### src/hdl/psgdp_pkg.sv
// Shared types and constants for the sound register dump parser.
`timescale 1ns / 1ps
`default_nettype none

package psgdp_pkg;

    // Parser phases
    typedef enum logic [2:0] {
        PH_HEADER = 3'd0,
        PH_SKIP   = 3'd1,
        PH_CMD    = 3'd2,
        PH_VALUE  = 3'd3,
        PH_COUNT  = 3'd4
    } phase_t;

    // Result kinds
    typedef enum logic [2:0] {
        EV_HDR_OK  = 3'd0,
        EV_HDR_BAD = 3'd1,
        EV_WRITE   = 3'd2,
        EV_FRAME   = 3'd3,
        EV_END     = 3'd4,
        EV_TRUNC   = 3'd5
    } event_kind_t;

    localparam int unsigned POS_W       = 4;
    localparam logic [7:0]  BYTE_FRAME  = 8'hFF;
    localparam logic [7:0]  BYTE_REPEAT = 8'hFE;
    localparam logic [7:0]  NUM_REGS    = 8'd14;
    localparam logic [POS_W-1:0] POS_VERSION = 4'd4;
    localparam logic [POS_W-1:0] POS_RATE    = 4'd5;
    localparam logic [POS_W-1:0] MAGIC_LEN   = 4'd4;
    localparam logic [13:0] DEFAULT_RATE = 14'd50;

    // Result queue sizing
    localparam int unsigned FIFO_DEPTH = 4;
    localparam int unsigned FIFO_PTR_W = 2;
    localparam int unsigned FIFO_CNT_W = 3;

    // One result item
    typedef struct packed {
        event_kind_t kind;
        logic [3:0]  reg_index;
        logic [7:0]  reg_value;
        logic [9:0]  extra_frames;
        logic [7:0]  file_version;
        logic [13:0] play_rate;
        logic        last_of_run;
    } result_t;

    // Results produced by one input byte (slot 1 only when count is 2)
    typedef struct packed {
        logic [1:0] count;
        result_t    slot0;
        result_t    slot1;
    } emit_t;

    // Header magic "PSG" 0x1A
    function automatic logic [7:0] magic_byte(input logic [1:0] pos);
        logic [7:0] m;
        case (pos)
            2'd0:    m = 8'h50;
            2'd1:    m = 8'h53;
            2'd2:    m = 8'h47;
            default: m = 8'h1A;
        endcase
        return m;
    endfunction

    // Plain result of a given kind, all other fields zero
    function automatic result_t plain_result(input event_kind_t k);
        result_t r;
        r = '0;
        r.kind = k;
        return r;
    endfunction

endpackage

`default_nettype wire

### src/hdl/psg_register_dump_parser_core.sv
// Top level of the sound register dump parser.
//
// Input stream: one dump byte per transaction on s_tdata, s_tlast on the
// final byte of a dump. Output stream: one parse event per transaction,
// event kind on m_tuser, its fields on m_tdata, m_tlast on the last event
// caused by one input byte.
// Each accepted byte is decoded in the same cycle against the parser state
// and its results (none, one or two) are written into a four-entry result
// queue; the first event reaches the outputs from the queue's entry registers.
// Throughput is one byte per cycle while s_tready is high; a byte may yield
// two events (a stream end after another event). The queue drains at one
// event per cycle with m_tready high; s_tready drops while it holds three or more.
// s_tready depends only on the queue fill, never on m_tready directly.
// When the receiver stalls, events wait in the queue and input is held off
// once the queue cannot take another pair.
// Reset clears the parser to the header phase at position zero and empties
// the queue. After every final byte the parser returns to the header phase.
`timescale 1ns / 1ps
`default_nettype none

module psg_register_dump_parser_core #(
    parameter int unsigned HEADER_BYTES = 16
) (
    input  wire logic        clk,
    input  wire logic        rst_n,
    input  wire logic        s_tvalid,
    output logic             s_tready,
    input  wire logic [7:0]  s_tdata,   // [7:0] data_byte
    input  wire logic        s_tlast,
    output logic             m_tvalid,
    input  wire logic        m_tready,
    output logic [47:0]      m_tdata,   // [3:0] reg_index, [11:4] reg_value,
                                        // [21:12] extra_frames, [29:22] file_version,
                                        // [43:30] play_rate, [47:44] zero
    output logic [2:0]       m_tuser,   // [2:0] event_kind
    output logic             m_tlast
);

    psgdp_pkg::emit_t    emit;
    psgdp_pkg::result_t  head;
    logic                accept;
    logic                space;

    assign s_tready = space;
    assign accept   = s_tvalid && space;

    // Byte decode and parser state
    psgdp_parser #(
        .HEADER_BYTES (HEADER_BYTES)
    ) u_parser (
        .clk       (clk),
        .rst_n     (rst_n),
        .accept    (accept),
        .data_byte (s_tdata),
        .last_byte (s_tlast),
        .emit      (emit)
    );

    // Result queue
    psgdp_result_fifo u_fifo (
        .clk       (clk),
        .rst_n     (rst_n),
        .push      (accept),
        .emit      (emit),
        .space     (space),
        .out_valid (m_tvalid),
        .out_ready (m_tready),
        .out_item  (head)
    );

    // Output packing
    assign m_tdata = {4'b0000, head.play_rate, head.file_version, head.extra_frames,
                      head.reg_value, head.reg_index};
    assign m_tuser = head.kind;
    assign m_tlast = head.last_of_run;

endmodule

`default_nettype wire

### src/hdl/psgdp_parser.sv
// Byte parser: header check, body decode and parser state registers.
`timescale 1ns / 1ps
`default_nettype none

module psgdp_parser #(
    parameter int unsigned HEADER_BYTES = 16
) (
    input  wire logic             clk,
    input  wire logic             rst_n,
    input  wire logic             accept,
    input  wire logic [7:0]       data_byte,
    input  wire logic             last_byte,
    output psgdp_pkg::emit_t      emit
);

    localparam logic [psgdp_pkg::POS_W-1:0] HDR_LAST = psgdp_pkg::POS_W'(HEADER_BYTES - 1);

    psgdp_pkg::phase_t              phase_reg, phase_next;
    logic [psgdp_pkg::POS_W-1:0]    pos_reg, pos_next;
    logic [7:0]                     pending_reg, pending_next;
    logic [7:0]                     version_reg, version_next;
    logic [7:0]                     rate_reg, rate_next;

    logic                           first_valid;
    psgdp_pkg::result_t             first;
    logic                           end_flag;
    logic                           magic_bad;
    logic [13:0]                    rate_wide;
    logic [13:0]                    rate_hz;

    // Rate byte times 50 as shift-and-add
    always_comb
    begin
        rate_wide = (14'(rate_next) << 5) + (14'(rate_next) << 4) + (14'(rate_next) << 1);
        rate_hz   = (rate_next == 8'd0) ? psgdp_pkg::DEFAULT_RATE : rate_wide;
    end

    assign magic_bad = (pos_reg < psgdp_pkg::MAGIC_LEN)
                    && (data_byte != psgdp_pkg::magic_byte(pos_reg[1:0]));

    // Next state and results of the current byte
    always_comb
    begin
        phase_next   = phase_reg;
        pos_next     = pos_reg;
        pending_next = pending_reg;
        version_next = version_reg;
        rate_next    = rate_reg;
        first_valid  = 1'b0;
        first        = psgdp_pkg::plain_result(psgdp_pkg::EV_END);
        end_flag     = 1'b0;

        unique case (phase_reg)
            psgdp_pkg::PH_SKIP:
            begin
                // drop everything up to the stream's last byte
            end
            psgdp_pkg::PH_CMD:
            begin
                end_flag = last_byte;
                if (data_byte == psgdp_pkg::BYTE_FRAME) begin
                    first_valid = 1'b1;
                    first       = psgdp_pkg::plain_result(psgdp_pkg::EV_FRAME);
                end else if (data_byte == psgdp_pkg::BYTE_REPEAT) begin
                    if (last_byte) begin
                        first_valid = 1'b1;
                        first       = psgdp_pkg::plain_result(psgdp_pkg::EV_FRAME);
                    end else begin
                        phase_next = psgdp_pkg::PH_COUNT;
                    end
                end else begin
                    pending_next = data_byte;
                    if (last_byte) begin
                        first_valid = 1'b1;
                        first       = psgdp_pkg::plain_result(psgdp_pkg::EV_TRUNC);
                    end else begin
                        phase_next = psgdp_pkg::PH_VALUE;
                    end
                end
            end
            psgdp_pkg::PH_VALUE:
            begin
                end_flag   = last_byte;
                phase_next = psgdp_pkg::PH_CMD;
                if (pending_reg < psgdp_pkg::NUM_REGS) begin
                    first_valid     = 1'b1;
                    first           = psgdp_pkg::plain_result(psgdp_pkg::EV_WRITE);
                    first.reg_index = pending_reg[3:0];
                    first.reg_value = data_byte;
                end
            end
            psgdp_pkg::PH_COUNT:
            begin
                end_flag           = last_byte;
                phase_next         = psgdp_pkg::PH_CMD;
                first_valid        = 1'b1;
                first              = psgdp_pkg::plain_result(psgdp_pkg::EV_FRAME);
                first.extra_frames = {data_byte, 2'b00};
            end
            default:
            begin
                // header phase
                if (pos_reg == psgdp_pkg::POS_VERSION) begin
                    version_next = data_byte;
                end
                if (pos_reg == psgdp_pkg::POS_RATE) begin
                    rate_next = data_byte;
                end
                if (magic_bad) begin
                    first_valid = 1'b1;
                    first       = psgdp_pkg::plain_result(psgdp_pkg::EV_HDR_BAD);
                    phase_next  = psgdp_pkg::PH_SKIP;
                end else if (pos_reg >= HDR_LAST) begin
                    first_valid         = 1'b1;
                    first               = psgdp_pkg::plain_result(psgdp_pkg::EV_HDR_OK);
                    first.file_version  = version_next;
                    first.play_rate     = rate_hz;
                    phase_next          = psgdp_pkg::PH_CMD;
                    end_flag            = last_byte;
                end else if (last_byte) begin
                    first_valid = 1'b1;
                    first       = psgdp_pkg::plain_result(psgdp_pkg::EV_HDR_BAD);
                end else begin
                    pos_next = pos_reg + 1'b1;
                end
            end
        endcase

        // any last byte restarts at the header
        if (last_byte) begin
            phase_next = psgdp_pkg::PH_HEADER;
            pos_next   = '0;
        end
    end

    // Pack the byte's results into slots, marking the final one
    always_comb
    begin
        emit.count = {1'b0, first_valid} + {1'b0, end_flag};
        emit.slot0 = first_valid ? first : psgdp_pkg::plain_result(psgdp_pkg::EV_END);
        emit.slot0.last_of_run = !(first_valid && end_flag);
        emit.slot1 = psgdp_pkg::plain_result(psgdp_pkg::EV_END);
        emit.slot1.last_of_run = 1'b1;
    end

    // Parser state registers
    always_ff @(posedge clk or negedge rst_n)
    begin
        if (!rst_n) begin
            phase_reg   <= psgdp_pkg::PH_HEADER;
            pos_reg     <= '0;
            pending_reg <= '0;
            version_reg <= '0;
            rate_reg    <= '0;
        end else if (accept) begin
            phase_reg   <= phase_next;
            pos_reg     <= pos_next;
            pending_reg <= pending_next;
            version_reg <= version_next;
            rate_reg    <= rate_next;
        end
    end

endmodule

`default_nettype wire

### src/hdl/psgdp_result_fifo.sv
// Small result queue: takes up to two results per cycle, hands out one.
`timescale 1ns / 1ps
`default_nettype none

module psgdp_result_fifo (
    input  wire logic               clk,
    input  wire logic               rst_n,
    input  wire logic               push,
    input  wire psgdp_pkg::emit_t   emit,
    output logic                    space,
    output logic                    out_valid,
    input  wire logic               out_ready,
    output psgdp_pkg::result_t      out_item
);

    psgdp_pkg::result_t                 entry_reg [psgdp_pkg::FIFO_DEPTH];
    logic [psgdp_pkg::FIFO_PTR_W-1:0]   wr_ptr_reg, wr_ptr_next;
    logic [psgdp_pkg::FIFO_PTR_W-1:0]   rd_ptr_reg, rd_ptr_next;
    logic [psgdp_pkg::FIFO_CNT_W-1:0]   count_reg, count_next;
    logic [psgdp_pkg::FIFO_PTR_W-1:0]   wr_ptr_plus1;
    logic [1:0]                         n_push;
    logic                               pop;

    // Room for a worst-case pair of results
    assign space        = count_reg <= psgdp_pkg::FIFO_CNT_W'(psgdp_pkg::FIFO_DEPTH - 2);
    assign out_valid    = count_reg != '0;
    assign out_item     = entry_reg[rd_ptr_reg];
    assign pop          = out_valid && out_ready;
    assign n_push       = push ? emit.count : 2'd0;
    assign wr_ptr_plus1 = wr_ptr_reg + 1'b1;

    // Pointer and fill count update
    always_comb
    begin
        wr_ptr_next = wr_ptr_reg + psgdp_pkg::FIFO_PTR_W'(n_push);
        rd_ptr_next = rd_ptr_reg + psgdp_pkg::FIFO_PTR_W'(pop);
        count_next  = count_reg + psgdp_pkg::FIFO_CNT_W'(n_push)
                    - psgdp_pkg::FIFO_CNT_W'(pop);
    end

    always_ff @(posedge clk or negedge rst_n)
    begin
        if (!rst_n) begin
            wr_ptr_reg <= '0;
            rd_ptr_reg <= '0;
            count_reg  <= '0;
        end else begin
            wr_ptr_reg <= wr_ptr_next;
            rd_ptr_reg <= rd_ptr_next;
            count_reg  <= count_next;
        end
    end

    // Entry storage
    always_ff @(posedge clk)
    begin
        if (n_push != 2'd0) begin
            entry_reg[wr_ptr_reg] <= emit.slot0;
        end
        if (n_push == 2'd2) begin
            entry_reg[wr_ptr_plus1] <= emit.slot1;
        end
    end

endmodule

`default_nettype wire
### config.mk
export PLATFORM = sky130hd
export DESIGN_NAME = psg_register_dump_parser_core
export DESIGN_NICKNAME = d
export VERILOG_FILES = /design/src/hdl/psgdp_pkg.sv /design/src/hdl/psg_register_dump_parser_core.sv /design/src/hdl/psgdp_parser.sv /design/src/hdl/psgdp_result_fifo.sv
export SDC_FILE = /design/constraint.sdc
export NUM_CORES = 1
export LEC_CHECK = 0
export BUFFER_PORTS_ARGS = -buffer_cell sky130_fd_sc_hd__buf_4
export CAP_MARGIN = 20
export CORE_ASPECT_RATIO = 0.7
export CORE_UTILIZATION = 46
export CTS_CLUSTER_SIZE = 8
export DETAILED_ROUTE_END_ITERATION = 8
export RECOVER_POWER = 100
export SYNTH_ARGS = -nofsm -noshare
export SYNTH_HDL_FRONTEND = slang
export SYNTH_HIERARCHICAL = 1
export SYNTH_SLANG_ARGS = --single-unit
export TNS_END_PERCENT = 1
### constraint.sdc
create_clock -name clk -period 7.4 [get_ports clk]
set_input_delay 0.37 -clock clk [delete_from_list [all_inputs] [get_ports clk]]
set_output_delay 0.37 -clock clk [all_outputs]
set_load 0.03 [all_outputs]
# After elaboration in Yosys (flattened, before gate mapping)
# Memories as Yosys holds them, arrays and structs flattened.
# Index checks and enable logic that the tools add are counted.
# totals
out_inout_bits	54
ff_bits	38
mem_count	1
mem_bits_rw	192
wordCells	98
input_bits	13
# op_classes
reduce_logical	17
eq_ne	17
magnitude_cmp	4
bitwise	3
n_mux	39
add_sub_neg	9
# mem_list
name	depth	word_bits	read_ports	rd_ports_with_merged_regs	wr	line	rtl
u_fifo.entry_reg	4	48	1	0	2	psgdp_result_fifo.sv:16	psgdp_pkg::result_t entry_reg [psgdp_pkg::FIFO_DEPTH];
# op_table
op	count
48-bit two-way mux	8
48-bit case mux with 4 select lines	1
46-bit two-way mux	1
8-bit two-way mux	3
7-bit case mux with 3 select lines	1
8-bit equality test (second input constant)	2
4-bit two-way mux	4
3-bit two-way mux	5
13-bit by 12-bit adder with 14-bit output	1
14-bit by 9-bit adder with 14-bit output	1
14-bit two-way mux	1
4-bit AND reduction	3
1-bit two-way mux	11
3-bit case mux with 3 select lines	1
4-bit by 3-bit equality test with 1-bit output (second input constant)	2
8-bit logical NOT	1
8-bit by 4-bit < comparator with 1-bit output (second input constant)	1
8-bit by 7-bit != test with 1-bit output	1
3-bit by 2-bit equality test with 1-bit output (second input constant)	2
2-bit != test (second input constant)	3
5-bit nonzero test	1
4-bit by 1-bit adder with 4-bit output (second input constant)	1
2-bit equality test (second input constant)	2
4-bit >= comparator (second input constant)	1
other kinds (26)	31

# Longest topological paths before layout
# Gate-level depths: netlist of the first run.
# logic_depth
ltp_word	11
mapped_depth	17
depth_no_buf	16

# Hierarchy
# Netlist of the first run, hierarchy kept.
# by_module_without_submodules
module	area_each_um2	n_inst	seq_area_each_um2	cells_each
psgdp_result_fifo	9718.1	1	5940.7	511
psgdp_parser	3130.5	1	775.7	364
psg_register_dump_parser_core	40.0	1	0.0	6

# Least setup slack after synthesis of the first run
# No wires, ideal clock.
# synth_path
path_type	register -> register
start	register u_parser/pos_reg[0] in the netlist's numbering
end	memory u_fifo/entry_reg[1][0] in the netlist's numbering, enable pin
synth_period_minus_slack_ns	4.996
t_required_ns	6.946
path_buffers	0
arrival_ns	4.542
setup_ns	0.454
path_stages_with_launch	12
slack_ns	2.404
path_cell_list	dfrtp_1 inv_1 ha_1 xor2_1 nor4_1 a311oi_2 or2_1 o22a_1 ha_1 mux2_2 nand2_1 nor2_1
# synth_lines
item	line	rtl
from (decl)	psgdp_parser.sv:19	logic [psgdp_pkg::POS_W-1:0] pos_reg, pos_next;
from (signal assigned)	psgdp_parser.sv:157	pos_reg <= pos_next;
to (decl)	psgdp_result_fifo.sv:16	

==> reports/qor.csv, run 1 <==
metric;value;unit
yosys_register_bits;230;
worst-endpoint-required;7.65;ns
initial_core_utilization;0.475;
place_area;13400;sq um
grt_use_met2;0.296;
power.leakage;0.00539;uW
grt_setup_unrepaired;no;
layout_setup_ws;1.75;ns
path_max_fanout;26;
global_route.peak_usage_layer;met1;
yosys_most_used_dff;sky130_fd_sc_hd__edfxtp_1;
reg2reg_depth;12;
cts_bufs_inserted;34;
final.fill_count;2350;
worst-slew-pin-transition;2.72;ns
cts.reportedPaths.clkPinSlew;0.06;ns
nets;978;
p_total;5650;uW
drt-total-wl;29.0;mm
yosys.area_share.simple;0.0531;
overall_die_area;28700;sq um
overflow;0;
final_design_area_no_fill;14200;sq um
criticalPathCategory;flip-flop to flip-flop;
routedWlPerCell;21.8;um
outcome;finished, violations left;
groute.layer.met1.usage;0.329;
min_period;5.65;ns
slew_headroom;-0.812;
clock_sinks;230;
port_buffers;62;
vias;7244;
mappedNetlistArea;12900;sq um
first_global_vias;7411;
largest_family_of_logic_cells_by_synthesized_area;multiplexers;
hold_end;u_parser/pos_reg[3];
reg2reg_setup_slack;1.75;ns
track_usage;0.210;
drv_cap;5;
post_route_cells_drive_above_1_share;0.318;
gp_routability_congestion;0.875;
async_flop_share;0.165;
ys.warnings.count;6;
hold_class;input pin to flip-flop;
grt_start_max_net_pins;50;
critPathArrivalTime;5.90;ns
timing.setup.tns;0;ns
core-area;27200;sq um
crit-reg2reg-capture;u_fifo/entry_reg[3][42];
post_synth_mux_area_share;0.293;
synth_cell_type_count;62;
detailed_place_hpwl;17.4;mm
max-clock-path-buffers;3;
dr_drc_count;0;
finalHoldViolations;0;
worst_min_delay_path_startpoint;s_tlast;
violations;capacitance limit, slew limit;
die-width;202;um
final-setup-viol-count;0;
first_pass_grt_wire_length;45.6;mm
rows;50;
grt.met3_usage;0.0389;
clock_skew;0.0201;ns
syn-instance-count;881;
tritoncts;built;
worst_hold_path_cells;2;
yosys.area_share.xor_xnor;0.0122;
antenna_found_initial;1;
layout_common_cells;193 x sky130_fd_sc_hd__mux2_2, 192 x sky130_fd_sc_hd__edfxtp_1, 78 x sky130_fd_sc_hd__clkbuf_1;
clock_latency;0.52;ns
ctsHtreeMaxLevel;2;
die_h;142;um
multiInputGateArea;5500;sq um
antenna_cells;0;
final_clock_period_utilization_by_the_worst_path;0.764;
ys_seq_area_frac;0.521;
dr.pass1.iters;5;
detail_route.iter0.violations;503;
largest_reg_flops;192;
post_synth.cell_area_avg;14.6;sq um
flow.area_growth_from_synthesis;9.83;%
ctsRootBufferMaster;sky130_fd_sc_hd__clkbuf_16;
viasPerCell;5.45;
quantity_of_gates_resized_following_cts;0;
antenna_left;0;
post_synth_adder_cell_area;0.0273;
final_common_cell;sky130_fd_sc_hd__mux2_2;
drv_slew;185;
power-per-cell-area;399;nW/um^2
ios;67;
critPathCaptureType;flip-flop;
fmax;177;MHz
irDropWorstVdd;163;uV
worstReg2RegStart;u_parser/pos_reg[0];
worst_setup_path_start_kind;flip-flop;
place_ws;2.50;ns
area.sequential;6720;sq um
synth-compound-area-share;0.0320;
count_of_flip_flops_with_a_built_in_enable_after_synthesis;192;
stage by stage:
step / instances / utilization / hold slack (ns)
final: 1329 / 0.521 / 0.191
after CTS: 1326 / 0.531 / 0.160
after floorplan: 933 / - / 0.0744
after global placement: 1263 / 0.495 / 0.388
after global routing: 1329 / 0.521 / 0.197
after detailed placement: 1263 / 0.495 / 0.388
metal layers:
| layer | part of all wire | routed length, um |
|---|---|---|
| met4 | 0.017 | 495 |
| met2 | 0.42 | 12100 |
| met5 | 0 | 0 |
| met1 | 0.52 | 15000 |
| met3 | 0.051 | 1470 |
cell type report:
cell class	count	area share
clock inverters	3	0.00239
flip-flops and latches	230	0.475
multi-input cells	573	0.389
well taps	364	0.0322
repair buffers	75	0.0279
inverters	25	0.00663
clock buffers	59	0.0674
critical path: stages (launching register included):
cell and delay, ns:
sky130_fd_sc_hd__dfrtp_1 0.41, sky130_fd_sc_hd__inv_1 0.12, sky130_fd_sc_hd__ha_1 0.33, sky130_fd_sc_hd__xor2_1 0.16
sky130_fd_sc_hd__nor4_1 0.07, sky130_fd_sc_hd__a311oi_1 0.73, sky130_fd_sc_hd__or2_0 0.34, sky130_fd_sc_hd__o22a_1 0.19
sky130_fd_sc_hd__ha_1 0.28, sky130_fd_sc_hd__nand3b_1 0.28, sky130_fd_sc_hd__nor2_1 0.62, sky130_fd_sc_hd__clkbuf_1 1.40
sky130_fd_sc_hd__mux2_2 0.45
Yosys cell counts (3+ instances only):
library cell | n | area (sq um)
sky130_fd_sc_hd__o21ai_0 | 10 | 50.1
sky130_fd_sc_hd__nor4_1 | 4 | 25.0
sky130_fd_sc_hd__dfrtp_1 | 38 | 951
sky130_fd_sc_hd__mux2_4 | 20 | 300
sky130_fd_sc_hd__conb_1 | 3 | 11.3
sky130_fd_sc_hd__clkbuf_1 | 17 | 63.8
sky130_fd_sc_hd__nor2_1 | 38 | 143
sky130_fd_sc_hd__xor2_1 | 6 | 52.6
sky130_fd_sc_hd__nor3_1 | 7 | 35.0
sky130_fd_sc_hd__a21oi_1 | 15 | 75.1
sky130_fd_sc_hd__buf_2 | 20 | 100
sky130_fd_sc_hd__inv_1 | 24 | 90.1
sky130_fd_sc_hd__nand2_1 | 18 | 67.6
sky130_fd_sc_hd__mux4_2 | 48 | 1080
sky130_fd_sc_hd__ha_1 | 24 | 300
sky130_fd_sc_hd__xnor2_1 | 12 | 105
sky130_fd_sc_hd__and2_1 | 22 | 138
sky130_fd_sc_hd__nand3b_1 | 5 | 37.5
sky130_fd_sc_hd__a21o_1 | 3 | 22.5
sky130_fd_sc_hd__nand2b_1 | 8 | 50.1
sky130_fd_sc_hd__nor2b_1 | 4 | 25.0
sky130_fd_sc_hd__buf_4 | 60 | 450
sky130_fd_sc_hd__o22ai_1 | 3 | 18.8
sky130_fd_sc_hd__o21bai_1 | 3 | 22.5
sky130_fd_sc_hd__edfxtp_1 | 192 | 5770
sky130_fd_sc_hd__buf_6 | 5 | 56.3
sky130_fd_sc_hd__mux2_2 | 194 | 2180
sky130_fd_sc_hd__mux2i_1 | 19 | 190
sky130_fd_sc_hd__nand3_1 | 9 | 45.0
sky130_fd_sc_hd__buf_1 | 3 | 11.3
sky130_fd_sc_hd__o21a_1 | 4 | 30.0
report_power, final:
part	internal, uW	leakage, uW	switching, uW
Clock	875	0.000470	568
Combinational	951	0.00268	1310
Sequential	1720	0.00224	223
Total	3550	0.00539	2100
worst max-delay path by stage:
stage / start / endpoint / slack (ns) / depth (start not counted)
2_1_floorplan: u_parser/pos_reg[0] / u_fifo/entry_reg[1][0] / 2.40 / 11
3_3_place_gp: u_parser/pos_reg[0] / u_fifo/entry_reg[3][38] / 2.57 / 12
3_5_place_dp: u_parser/pos_reg[0] / u_fifo/entry_reg[0][12] / 2.50 / 12
4_1_cts: u_parser/pos_reg[0] / u_fifo/entry_reg[3][7] / 2.45 / 12
5_1_grt: u_parser/pos_reg[0] / u_fifo/entry_reg[1][14] / 1.34 / 13
6_report: u_parser/pos_reg[0] / u_fifo/entry_reg[3][42] / 1.75 / 12
logic make-up after synthesis:
kind of cell / Yosys count
AOI/OAI and AO/OA: 60
muxes: 283
xor gates and xnor gates: 18
and+or+nand+nor: 130
other: 3
DFF: 230
buffers and inverters: 130
adders and majority gates: 27
repair_timing:
item | 4_1_cts | 5_1_grt
hold buffers | 1 | 0
buffers inserted | 0 | 0
endpoints found under the hold margin | 38 | 0
Note: power is estimated with default switching activity, not from simulation.
==> inputs of run 2 (changes only) <==
--- a/config.mk
+++ b/config.mk
@@ -5,6 +5,7 @@
 export SDC_FILE = /design/constraint.sdc
 export NUM_CORES = 1
 export LEC_CHECK = 0
+export ABC_AREA = 1
 export BUFFER_PORTS_ARGS = -buffer_cell sky130_fd_sc_hd__buf_4
 export CAP_MARGIN = 20
 export CORE_ASPECT_RATIO = 0.7
==> constraint.sdc (replaced) <==
create_clock -name clk -period 5.4 [get_ports clk]
set_input_delay 0.27 -clock clk [delete_from_list [all_inputs] [get_ports clk]]
set_output_delay 0.27 -clock clk [all_outputs]
set_load 0.03 [all_outputs]
==> run 2 against run 1 <==
  * The flow still finishes with violations (capacitance limit, slew limit)
  * Total power grew 19%
  * Wire length grew 9.5%
  * Register-to-register slack got worse by 0.92 ns
  * Critical path depth decreased by 7
  * Global-route usage increased by 1.5 points
  * Sequential share of layout area fell by 0.15 points
  * Final cell count grew 48%
  * Synthesized cell count grew 75%
  * Worst setup slack lost 1.0 ns
  * Clock skew down 0.010 ns
  * Hold slack lost 0.14 ns
  * Via count increased by 39%
  * Critical path type is now flip-flop to primary output
  * Critical endpoint is now m_tdata[27]
==> reports/qor.csv, run 2 <==
metric;value;unit;change
clock_sinks;230;;unchanged
antenna_left;0;;unchanged
grt_use_met2;0.343;;was 0.296
dp.cells;1899;;was 1,263
path_max_fanout;63;;was 26
ios;67;;unchanged
synthTopCellsByCount;320 x sky130_fd_sc_hd__nand2_1, 234 x sky130_fd_sc_hd__o21ai_0, 197 x sky130_fd_sc_hd__nor2_1;;was 194 x sky130_fd_sc_hd__mux2_2, 192 x sky130_fd_sc_hd__edfxtp_1, 60 x sky130_fd_sc_hd__buf_4
flow.area_growth_from_synthesis;8.12;%;was 9.83%
clock_skew;0.00999;ns;was 0.0201 ns
count_of_flip_flops_with_a_built_in_enable_after_synthesis;192;;unchanged
nets;1604;;was 978
track_usage;0.225;;was 0.210
violations;capacitance limit, slew limit;;unchanged
drv_cap;5;;unchanged
fmax;215;MHz;
groute.layer.met1.usage;0.329;;about the same
routedWlPerCell;16.2;um;was 21.8 um
grt_start_max_net_pins;98;;was 50
grt.met3_usage;0.0415;;was 0.0389
yosys.cell_count.top_type;sky130_fd_sc_hd__nand2_1;;was sky130_fd_sc_hd__mux2_2
yosys_register_bits;230;;unchanged
netSwitchingPower;2760;uW;was 2100 uW
critPathArrivalTime;4.38;ns;was 5.90 ns
die_h;143;um;was 142 um
antenna_cells;0;;unchanged
post_route_cells_drive_above_1_share;0.0660;;was 0.318
rows;51;;was 50
drt-total-wl;31.8;mm;was 29.0 mm
worst_setup_path_start_kind;flip-flop;;unchanged
cts.reportedPaths.clkPinSlew;0.05;ns;was 0.06 ns
outcome;finished, violations left;;unchanged
irDropWorstVdd;247;uV;was 163 uV
power.leakage;0.00539;uW;about the same
final_clock_period_utilization_by_the_worst_path;0.862;;
power_frac_clock;0.296;;was 0.256
clock_latency;0.52;ns;about the same
min_period;4.65;ns;
synth.largest_area_cell;sky130_fd_sc_hd__edfxtp_1;;unchanged
die-width;204;um;was 202 um
critical_path.top_delay_family;buffers and inverters;;unchanged
overall_die_area;29200;sq um;was 28,700 sq um
ys_seq_area_frac;0.512;;was 0.521
switching_share;0.410;;was 0.372
criticalPathCategory;flip-flop to primary output;;was flip-flop to flip-flop
fraction_of_post_synthesis_cell_area_in_the_top_cell_type_by_area;0.439;;was 0.447
mappedNetlistArea;13100;sq um;was 12,900 sq um
yosys_most_used_dff;sky130_fd_sc_hd__edfxtp_1;;unchanged
gp_routability_congestion;0.882;;was 0.875
finalHoldViolations;0;;unchanged
async_flop_share;0.165;;unchanged
layout_common_cells;361 x sky130_fd_sc_hd__o21ai_0, 329 x sky130_fd_sc_hd__nand2_1, 204 x sky130_fd_sc_hd__nor2_1;;was 193 x sky130_fd_sc_hd__mux2_2, 192 x sky130_fd_sc_hd__edfxtp_1, 78 x sky130_fd_sc_hd__clkbuf_1
first_pass_grt_wire_length;50.8;mm;was 45.6 mm
initial_core_utilization;0.470;;was 0.475
max-clock-path-buffers;3;;unchanged
pwr-share-comb;0.372;;was 0.400
critPathCaptureType;primary output;;was flip-flop
grt_setup_unrepaired;no;;unchanged
post_synth.cell_area_avg;8.54;sq um;was 14.6 sq um
detailed_place_hpwl;19.6;mm;was 17.4 mm
largest_reg_flops;192;;unchanged
drv_slew;379;;was 185
power-per-cell-area;474;nW/um^2;was 399 nW/um^2
ys.warnings.count;6;;unchanged
port_buffers;62;;unchanged
cts_bufs_inserted;34;;unchanged
place_ws;1.21;ns;was 2.50 ns
max_stage_delay;1.14;ns;was 1.40 ns
worst-slew-pin-transition;2.29;ns;was 2.72 ns
utilization;0.508;;was 0.521
cell_internal_power;3970;uW;was 3550 uW
timing.critical_path.buf_inv;3;;was 2
worst-endpoint-required;5.13;ns;was 7.65 ns
post_cts.repair.setup_buffers;0;;unchanged
quantity_of_gates_resized_following_cts;0;;unchanged
layout_setup_ws;0.746;ns;was 1.75 ns
number_of_cells_in_the_finished_layout_apart_from_fillers;1962;;was 1,329
ctsHtreeMaxLevel;2;;unchanged
antenna_found_initial;0;;was 1
post_cts_hold_buffer_count;1;;unchanged
final_common_cell;sky130_fd_sc_hd__o21ai_0;;was sky130_fd_sc_hd__mux2_2
slew_headroom;-0.526;;was -0.812
viasPerCell;5.13;;was 5.45
syn-instance-count;1538;;was 881
path_cells;clkinv_2, clkbuf_1, o21ai_0, o21ai_0, clkbuf_1;;was inv_1, ha_1, xor2_1, nor4_1, a311oi_1, or2_0, o22a_1, ha_1, nand3b_1, nor2_1, clkbuf_1, mux2_2
ctsRootBufferMaster;sky130_fd_sc_hd__clkbuf_16;;unchanged
sequential_share_of_power;0.332;;was 0.344
timing.setup.tns;0;ns;unchanged
final-setup-viol-count;0;;unchanged
dr.pass1.iters;5;;unchanged
hold_class;input pin to flip-flop;;unchanged
overflow;0;;unchanged
first_global_vias;9398;;was 7,411
synth.area.top_cells;sky130_fd_sc_hd__edfxtp_1 44%, sky130_fd_sc_hd__nand2_1 9.1%, sky130_fd_sc_hd__o21ai_0 8.9%;;was sky130_fd_sc_hd__edfxtp_1 45%, sky130_fd_sc_hd__mux2_2 17%, sky130_fd_sc_hd__mux4_2 8.4%
critical_path_top_delay_cell;sky130_fd_sc_hd__clkbuf_1;;unchanged
dr_drc_count;0;;unchanged
global_route.peak_usage_layer;met2;;was met1
detail_route.iter0.violations;847;;was 503
vias;10068;;was 7,244
core-area;27900;sq um;was 27,200 sq um
synth_cell_type_count;41;;was 62
tritoncts;built;;unchanged
[run 2: per-stage QoR]
stage	instance area, sq um	hold WS [ns]	power [uW]
final	14200	0.0558	6730
after global routing	14200	0.0428	7150
after CTS	14500	0.0439	7030
after detailed placement	13500	0.294	5020
after global placement	13500	0.294	5000
after floorplan	13300	-0.0256	4170
[run 2: path summary, 6_finish.rpt]
kind	startpoint	end	slack [ns]	cells past startpoint
worst max register to register	u_parser/phase_reg[0]	u_fifo/entry_reg[3][9]	0.83	13
worst min register to register	u_parser/pending_reg[0]	u_parser/pending_reg[0]	0.49	2
min in group asynchronous	rst_n	u_parser/rate_reg[3]	0.99	2
worst max-delay path	u_fifo/rd_ptr_reg[0]	m_tdata[27]	0.75	5
max in group asynchronous	rst_n	u_parser/version_reg[3]	3.11	2
worst min-delay path	m_tready	u_fifo/rd_ptr_reg[1]	0.06	3
[run 2: kinds of logic (layout without fill, tap and decap cells)]
| logic type | Yosys count | in the layout | share of synthesized area |
|---|---|---|---|
| XOR/XNOR | 6 | 6 | 0.00400 |
| AO/OA/AOI/OAI | 411 | 411 | 0.158 |
| other | 3 | 55 | 0.000858 |
| adder cells (fa/ha/maj) | 26 | 26 | 0.0259 |
| AND/OR/NAND/NOR | 598 | 598 | 0.193 |
| buffers and inverters | 263 | 264 | 0.105 |
| multiplexers | 1 | 1 | 0.000858 |
| flip-flops | 230 | 230 | 0.512 |
[run 2: layout make-up]
type	instances	area (sq um)
flip-flops and latches	230	6720
clock buffers	60	970
multi-input cells	1097	5150
fillers	2649	13800
well taps	371	464
clock inverters	2	32.5
inverters	125	470
repair buffers	77	387
[run 2: worst min-delay path: cells and delay by family]
| kind | cells | cell delay [ns] |
|---|---|---|
| and+or+nand+nor | 2 | 0.17 |
| buffers and inverters | 1 | 0.09 |
[run 2: power groups by stage]
stage	sequential (uW)	combinational, uW	clock (uW)
floorplan	2220	1940	0
global placement	2260	2740	0
detailed placement	2270	2750	0
CTS	2230	2770	2030
global route	2260	2780	2110
finish	2240	2500	1990
[run 2: routing by layer]
| metal | share of wire | routed length, um |
|---|---|---|
| met4 | 0.017 | 533 |
| met1 | 0.49 | 15600 |
| met5 | 0 | 0 |
| met2 | 0.42 | 13400 |
| met3 | 0.071 | 2250 |
